File: config.mk
export PLATFORM = sky130hd
export DESIGN_NAME = arbt_fifo
export DESIGN_NICKNAME = d
export VERILOG_FILES = /design/src/design/arbt_pkg.sv /design/src/design/arbt_fifo.sv
export VERILOG_INCLUDE_DIRS = /design/src /design/src/design
export SDC_FILE = /design/constraint.sdc
export NUM_CORES = 1
export LEC_CHECK = 0
export BUFFER_PORTS_ARGS = -buffer_cell sky130_fd_sc_hd__buf_2
export CORE_AREA = 2 2 337 339
export CTS_CLUSTER_SIZE = 24
export DETAILED_ROUTE_END_ITERATION = 10
export DIE_AREA = 0 0 339 341
export PLACE_DENSITY = 0.76
export SYNTH_ARGS = -nofsm -noshare
export SYNTH_HDL_FRONTEND = slang
export SYNTH_SLANG_ARGS = --single-unit
export TNS_END_PERCENT = 10
File: constraint.sdc
create_clock -name clk -period 10.1 [get_ports clk]
set_input_delay 1.515 -clock clk [delete_from_list [all_inputs] [get_ports clk]]
set_output_delay 1.515 -clock clk [all_outputs]
set_load 0.01 [all_outputs]
File: src/design/aabb_rotate_translate_bounds_defines.svh
// ----------------------------------------------------------------------------
// aabb rotate translate bounds: assertion macros
// concurrent assertion wrappers for the checks of the block
// ----------------------------------------------------------------------------
`ifndef AABB_ROTATE_TRANSLATE_BOUNDS_DEFINES_SVH
`define AABB_ROTATE_TRANSLATE_BOUNDS_DEFINES_SVH

// same-cycle implication
`define ARBT_ASSERT_IMPL(lbl, ck, rn, ante, cons, msg) \
    lbl: assert property (@(posedge ck) disable iff (!rn) (ante) |-> (cons)) \
        else $error(msg);

// next-cycle implication
`define ARBT_ASSERT_NEXT(lbl, ck, rn, ante, cons, msg) \
    lbl: assert property (@(posedge ck) disable iff (!rn) (ante) |=> (cons)) \
        else $error(msg);

`endif

File: src/design/arbt_pkg.sv
// ----------------------------------------------------------------------------
// arbt_pkg
// shared constants, types and sine seed helper for the bounds transform
// ----------------------------------------------------------------------------
`timescale 1ns / 1ps

package arbt_pkg;

    localparam int TRIG_W       = 17;
    localparam int ANGLE_FRAC   = 14;
    localparam int SCALE_FRAC   = 8;
    localparam int QUARTER_TURN = 16384;
    localparam int POLY_A       = 25736;
    localparam int POLY_B       = 10512;
    localparam int POLY_C       = 1160;
    localparam int N_TRIG       = 6;
    localparam int N_CORNER     = 8;
    localparam int FIFO_DEPTH   = 4;
    localparam int FIFO_AW      = $clog2(FIFO_DEPTH);
    localparam int FIFO_CW      = $clog2(FIFO_DEPTH + 1);

    typedef struct packed {
        logic        neg;
        logic [14:0] z;
    } trig_seed_t;

    // quadrant fold: position within the quarter wave and sign of the result
    function automatic trig_seed_t trig_seed(input logic [15:0] a);
        trig_seed_t sd;
        sd.neg = a[15];
        sd.z   = a[14] ? 15'(QUARTER_TURN - int'(a[13:0])) : 15'(a[13:0]);
        return sd;
    endfunction

endpackage

File: src/design/arbt_fifo.sv
// ----------------------------------------------------------------------------
// arbt_fifo
// short register queue between the front and back pipelines
// ----------------------------------------------------------------------------
`timescale 1ns / 1ps

`include "aabb_rotate_translate_bounds_defines.svh"

module arbt_fifo
    import arbt_pkg::*;
#(
    parameter int W = 391
)
(
    input  logic         clk,
    input  logic         rst_n,
    input  logic         push,
    input  logic [W-1:0] push_data,
    output logic         full,
    input  logic         pop,
    output logic [W-1:0] pop_data,
    output logic         empty
);

    logic [W-1:0]         mem_reg [FIFO_DEPTH];
    logic [FIFO_AW-1:0]   wr_ptr_reg;
    logic [FIFO_AW-1:0]   rd_ptr_reg;
    logic [FIFO_CW-1:0]   count_reg;
    logic [FIFO_CW-1:0]   count_next;

    assign full     = (count_reg == FIFO_CW'(FIFO_DEPTH));
    assign empty    = (count_reg == '0);
    assign pop_data = mem_reg[rd_ptr_reg];

    always_comb
    begin
        count_next = count_reg;
        if (push && !pop)
        begin
            count_next = count_reg + 1'b1;
        end
        else if (pop && !push)
        begin
            count_next = count_reg - 1'b1;
        end
    end

    always_ff @(posedge clk or negedge rst_n)
    begin
        if (!rst_n)
        begin
            wr_ptr_reg <= '0;
            rd_ptr_reg <= '0;
            count_reg  <= '0;
        end
        else
        begin
            if (push)
            begin
                wr_ptr_reg <= wr_ptr_reg + 1'b1;
            end
            if (pop)
            begin
                rd_ptr_reg <= rd_ptr_reg + 1'b1;
            end
            count_reg <= count_next;
        end
    end

    always_ff @(posedge clk)
    begin
        if (push)
        begin
            mem_reg[wr_ptr_reg] <= push_data;
        end
    end

    `ARBT_ASSERT_IMPL(a_no_overflow, clk, rst_n, push, !full, "push into a full queue")
    `ARBT_ASSERT_IMPL(a_no_underflow, clk, rst_n, pop, !empty, "pop from an empty queue")
    `ARBT_ASSERT_NEXT(a_count_up, clk, rst_n, push && !pop, count_reg == $past(count_reg) + 1'b1, "queue count did not step up")

endmodule

==> results of run 1 <==
-- per-layer routing --
metal	global-route usage	vias up	wire length [um]
met4	0.0835	54	4230
met3	0.0758	276	11800
met2	0.348	1068	62100
li1	-	11100	-
met5	0	-	369
met1	0.249	13700	43800
-- where the power goes --
| group | leakage [nW] | total [mW] | internal, mW | switching (mW) |
|---|---|---|---|---|
| Clock | 2.35 | 5.47 | 3.15 | 2.33 |
| Combinational | 6.93 | 5.45 | 2.34 | 3.11 |
| Sequential | 14.4 | 8.90 | 8.54 | 0.362 |
-- worst max path at each step --
stage / end / slack (ns) / cells after the start / startpoint
after floorplan: mem_reg[0][0] / -0.95 / 1 / push
after global placement: pop_data[66] / 5.19 / 4 / rd_ptr_reg[0]
after detailed placement: pop_data[66] / 5.18 / 4 / rd_ptr_reg[0]
after CTS: pop_data[66] / 4.34 / 4 / rd_ptr_reg[0]
after global routing: pop_data[66] / 4.17 / 4 / rd_ptr_reg[0]
final: pop_data[66] / 4.42 / 4 / rd_ptr_reg[0]
-- worst max-delay path, stage by stage (launching register included) --
cell	delay (ns)
dfrtp_4	1.04
buf_4	0.56
buf_12	0.61
mux4_1	0.74
buf_2	0.19
-- cell families after synthesis --
kind of cell,count (synthesis),synth area share
AND/OR/NAND/NOR,9,0.000843
flip-flops,1571,0.815
multiplexers,392,0.170
AO/OA/AOI/OAI,1,0.0000864
XOR/XNOR,6,0.000908
buffers and inverters,92,0.0126
adder cells (fa/ha/maj),6,0.00143
-- synthesized netlist by cell type --
master / number
buf_2: 41
nor2_1: 1
xor2_1: 4
mux2_2: 1
clkbuf_1: 5
nand2_1: 2
o21ai_0: 1
mux4_2: 127
xnor2_1: 2
and2_1: 4
edfxtp_1: 1564
mux4_1: 264
dfrtp_1: 7
fa_1: 1
buf_8: 4
nor3b_1: 1
inv_1: 4
ha_1: 5
nor3_1: 1
buf_6: 38
-- area by class of cell --
cell class                      instances  area [um^2]
Antenna cell                           44          110
Clock buffer                          193         4110
Clock inverter                         78          746
Fill cell                            7414        43600
Inverter                                4         15.0
Multi-Input combinational cell        414        10000
Sequential cell                      1571        47100
Tap cell                             1500         1880
Timing Repair Buffer                  806         4230
-- through the flow --
step	cells	instance area (um^2)
detailed placement	4295	63300
global placement	4295	63300
floorplan	2077	57900
CTS	4566	68100
global route	4589	68200
finish	4610	68200
==> load_flow_metrics.sql, run 1 <==
INSERT INTO impl_metrics (metric_group, metric, value, unit) VALUES
('run_status', 'outcome', 'finished, final reports clean', ''),
('global_route', 'grt_antenna_before_repair', '73', ''),
('cts', 'cts.repair.resized', '0', ''),
('pwr', 'total_power', '19.8', 'mW'),
('worst_setup_path', 'critPathMaxFanout', '127', ''),
('worst_setup_path', 'crit_arrival', '4.17', 'ns'),
('timing', 'timing.fmax', '176', 'MHz'),
('final_layout', 'mostFrequentLayoutCells', '1564 x edfxtp_1, 787 x buf_2, 264 x mux4_1', ''),
('synth', 'synth.lib_cells_used.distinct', '20', ''),
('timing', 'final_critical_path_setup_slack', '4.42', 'ns'),
('timing', 'setup_repair_after_global_routing_missed_its_margin', 'no', ''),
('timing', 'period_utilization_post_route', '0.563', ''),
('synth', 'synth.top_cell.area_share', '0.812', ''),
('pwr', 'power.density_cell_area', '291', 'nW/um^2'),
('cts', 'maximum_level_of_the_cts_h_tree', '4', ''),
('detailed_routing', 'route.detailed.wl_per_inst', '26.5', 'um'),
('global_route', 'largest_net_degree_at_the_start_of_global_routing', '180', ''),
('global_route', 'gr-usage-all-layers', '0.209', ''),
('placed_design', 'setup_slack_placement', '5.18', 'ns'),
('timing', 'finalHoldWorstSlack', '0.492', 'ns'),
('timing', 'final-hold-violation-count', '0', ''),
('global_route', 'first_global_vias', '27500', ''),
('synth', 'post_synth_main_area_contributors', 'edfxtp_1 81%, mux4_1 12%, mux4_2 4.9%', ''),
('pwr', 'worst_ir_drop_vdd', '297', 'uV'),
('final_layout', 'largest_register_ffs', '1564', ''),
('placed_design', 'hpwl', '74100', 'um'),
('synth', 'cell_area_synth', '57900', 'um^2'),
('min_path', 'hold_depth', '1', ''),
('flow_run', 'max-cap-violations', '0', ''),
('cts', 'cts.sink_count', '1571', ''),
('detailed_routing', 'dr_total_vias', '26200', ''),
('synth', 'syn-instance-count', '2077', ''),
('detailed_routing', 'first_pass_iters', '5', ''),
('synth', 'yosysWarnings', '0', ''),
('worst_setup_path', 'required', '8.59', 'ns'),
('min_path', 'hold_path.startpoint', 'count_reg[2]', ''),
('worst_setup_path', 'rr_startpoint', 'wr_ptr_reg[0]', ''),
('worst_setup_path', 'ff2ff_path_depth', '5', ''),
('detailed_routing', 'post_drt_via_cell_ratio', '5.68', ''),
('synth', 'yosysSeqAreaShare', '0.815', ''),
('floorplanning', 'num_io_pins', '788', ''),
('min_path', 'whs_endpoint', 'count_reg[2]', ''),
('min_path', 'classification_of_the_worst_slack_hold_path', 'reg2reg', ''),
('floorplanning', 'core', '112000', 'um^2'),
('worst_setup_path', 'critPathCaptureType', 'output port', ''),
('final_layout', 'layout-drive-gt1-share', '0.372', ''),
('synth', 'top_cell_type_by_total_area_after_synthesis', 'edfxtp_1', ''),
('floorplanning', 'die_height', '341', 'um'),
('global_route', 'gr-total-overflow', '0', ''),
('timing', 'fin_setup_tns', '0', 'ns'),
('worst_setup_path', 'critical_path.startpoint_type', 'register', ''),
('timing', 'final.min_clock_period', '5.68', 'ns'),
('detailed_routing', 'detail_route.iter0.violations', '1972', ''),
('timing', 'final.setup_skew', '0.0267', 'ns'),
('floorplanning', 'die_area', '116000', 'um^2'),
('final_layout', 'layout_commonest_cell', 'edfxtp_1', ''),
('cts', 'ctsHoldBuffers', '0', ''),
('cts', 'cts_root_buffer', 'clkbuf_16', ''),
('floorplanning', 'core.rowCount', '123', ''),
('floorplanning', 'initial_util', '0.517', ''),
('placed_design', 'gp_congestion', '0.829', ''),
('detailed_routing', 'final_antenna_net_count', '0', ''),
('timing', 'worst-slew-pin-transition', '1.30', 'ns'),
('cts', 'post-cts-setup-buffers', '0', ''),
('placed_design', 'portBuffers', '787', ''),
('final_layout', 'design.final.nets', '3351', ''),
('synth', 'synth.ff_latch_count', '1571', ''),
('timing', 'final_max_slew_viols', '0', ''),
('worst_setup_path', 'worstReg2RegEnd', 'mem_reg[2][92]', ''),
('cts', 'cts_buffers', '153', ''),
('cts', 'clock_insertion_delay_worst_skew', '0.73', 'ns');
Note: power is estimated with default switching activity, not from simulation.
==> run 2: changes to the inputs <==
- clock period: 10.1 -> 5 ns (I/O delays scaled with it)
==> load_flow_metrics.sql, run 2 (synthesized netlist as in run 1, its figures left out) <==
INSERT INTO impl_metrics (metric_group, metric, value, unit) VALUES
('run_status', 'outcome', 'finished, final reports clean', ''),
('final_layout', 'largest_register_ffs', '1564', ''),
('worst_setup_path', 'critPathMaxFanout', '85', ''),
('global_route', 'largest_net_degree_at_the_start_of_global_routing', '101', ''),
('timing', 'timing.slew.headroom', '0.351', ''),
('detailed_routing', 'drc', '0', ''),
('final_layout', 'layout_commonest_cell', 'edfxtp_1', ''),
('floorplanning', 'core.rowCount', '123', ''),
('detailed_routing', 'final_antenna_net_count', '0', ''),
('flow_run', 'max-cap-violations', '0', ''),
('floorplanning', 'die_height', '341', 'um'),
('timing', 'setup_repair_after_global_routing_missed_its_margin', 'no', ''),
('timing', 'final_critical_path_setup_slack', '1.08', 'ns'),
('cts', 'cts-root-to-sink-buffers', '3', ''),
('timing', 'final.setup_skew', '0.0190', 'ns'),
('final_layout', 'area_occupied_by_registers', '47100', 'um^2'),
('placed_design', 'hpwl', '79900', 'um'),
('floorplanning', 'num_io_pins', '788', ''),
('cts', 'clock_insertion_delay_worst_skew', '0.77', 'ns'),
('global_route', 'first_global_vias', '28000', ''),
('global_route', 'grt_antenna_before_repair', '74', ''),
('final_layout', 'filler_cell_count', '7336', ''),
('worst_setup_path', 'worstSetupPathType', 'reg2out', ''),
('worst_setup_path', 'worstReg2RegEnd', 'mem_reg[0][325]', ''),
('timing', 'period_utilization_post_route', '0.785', ''),
('floorplanning', 'die_area', '116000', 'um^2'),
('worst_setup_path', 'worst_setup_path_endpoint', 'pop_data[282]', ''),
('detailed_routing', 'first_pass_iters', '5', ''),
('cts', 'cts_root_buffer', 'clkbuf_16', ''),
('floorplanning', 'initial_util', '0.517', ''),
('final_layout', 'synthToLayoutAreaGrowth', '18.6', '%'),
('final_layout', 'multi_input_gate_area', '10000', 'um^2'),
('detailed_routing', 'route.detailed.wl_per_inst', '27.2', 'um'),
('timing', 'final-hold-violation-count', '0', ''),
('global_route', 'gr-total-overflow', '0', ''),
('worst_setup_path', 'crit_arrival', '3.17', 'ns'),
('cts', 'maximum_level_of_the_cts_h_tree', '4', ''),
('floorplanning', 'fp.dieW', '339', 'um'),
('floorplanning', 'core', '112000', 'um^2'),
('detailed_routing', 'post_drt_via_cell_ratio', '5.69', ''),
('global_route', 'gr-usage-all-layers', '0.217', ''),
('cts', 'cts.sink_count', '1571', ''),
('cts', 'tritoncts', 'yes', ''),
('pwr', 'worst_ir_drop_vdd', '430', 'uV'),
('global_route', 'wire_length_of_the_first_global_routing_pass', '184000', 'um'),
('timing', 'final_max_slew_viols', '0', ''),
('timing', 'final.min_clock_period', '3.92', 'ns'),
('worst_setup_path', 'rr_startpoint', 'wr_ptr_reg[0]', ''),
('min_path', 'hold_depth', '1', ''),
('timing', 'worst-slew-pin-transition', '0.974', 'ns'),
('final_layout', 'layoutNonFillerInstCount', '4664', ''),
('placed_design', 'setup_slack_placement', '1.83', 'ns'),
('timing', 'finalSetupViolations', '0', ''),
('worst_setup_path', 'critPathCaptureType', 'output port', ''),
('cts', 'clk_pin_slew', '0.06', 'ns'),
('detailed_routing', 'finalWirelength', '127000', 'um'),
('placed_design', 'gp_congestion', '0.792', ''),
('placed_design', 'placedCellCount', '4343', ''),
('pwr', 'power.density_cell_area', '587', 'nW/um^2'),
('final_layout', 'design.final.nets', '3401', ''),
('min_path', 'classification_of_the_worst_slack_hold_path', 'in2reg', ''),
('worst_setup_path', 'critical_path.startpoint_type', 'register', ''),
('worst_setup_path', 'required', '4.25', 'ns'),
('timing', 'timing.fmax', '255', 'MHz'),
('pwr', 'leakagePower', '24.0', 'nW'),
('final_layout', 'layout-drive-gt1-share', '0.384', ''),
('cts', 'post-cts-setup-buffers', '0', ''),
('placed_design', 'portBuffers', '787', ''),
('cts', 'cts.repair.resized', '0', ''),
('worst_setup_path', 'startpoint', 'rd_ptr_reg[0]', ''),
('cts', 'cts_buffers', '154', ''),
('final_layout', 'mostFrequentLayoutCells', '1564 x edfxtp_1, 787 x buf_2, 264 x mux4_1', ''),
('cts', 'ctsHoldBuffers', '1', ''),
('detailed_routing', 'detail_route.iter0.violations', '1805', ''),
('worst_setup_path', 'ff2ff_path_depth', '4', ''),
('detailed_routing', 'dr_total_vias', '26500', ''),
('worst_setup_path', 'timing.reg2reg.setup_slack', '2.44', 'ns');
## run 2: per-layer routing
metal / wire length [um] / GRT usage / share of wire
met1: 44500 / 0.250 / 0.35
met2: 63800 / 0.359 / 0.50
met3: 13500 / 0.0905 / 0.11
met4: 4620 / 0.0960 / 0.036
met5: 448 / 0 / 0.0035
## run 2: final cells by class
type                    instances  share of cell area
inverters                       4            0.000219
clock inverters                81              0.0100
multi-input cells             414               0.146
clock buffers                 194              0.0593
diodes                         45             0.00164
flip-flops and latches       1571               0.687
well taps                    1500              0.0274
repair buffers                855              0.0684
## run 2: worst max-delay path: stages (launching register included)
cell and delay, ns:
dfrtp_4 0.85, buf_12 0.50, mux4_1 0.72, buf_2 0.18
## run 2: per-stage QoR
step / hold slack, ns / instance area [um^2] / utilization / setup TNS [ns] / total power [mW]
floorplan: 0.454 / 57900 / - / -778.10 / 25.3
finish: 0.195 / 68600 / 0.613 / 0 / 40.3
detailed placement: 0.497 / 63700 / 0.570 / 0 / 29.7
global placement: 0.474 / 63700 / 0.570 / 0 / 29.4
CTS: 0.123 / 68500 / 0.612 / 0 / 40.7
global route: 0.151 / 68600 / 0.613 / 0 / 41.8
## run 2: how the worst min path moves through the flow
stage / start / endpoint
3_5_place_dp: count_reg[2] / count_reg[2]
2_1_floorplan: rst_n / count_reg[0]
5_1_grt: push_data[343] / mem_reg[1][343]
4_1_cts: push_data[346] / mem_reg[1][346]
6_report: push_data[351] / mem_reg[1][351]
3_3_place_gp: count_reg[2] / count_reg[2]
## run 2: where the power goes
| group | leakage (nW) | total [mW] | internal (mW) | switching, mW |
|---|---|---|---|---|
| combinational | 7.21 | 11.5 | 4.94 | 6.59 |
| clock | 2.32 | 10.9 | 6.16 | 4.74 |
| sequential | 14.4 | 17.8 | 17.2 | 0.639 |
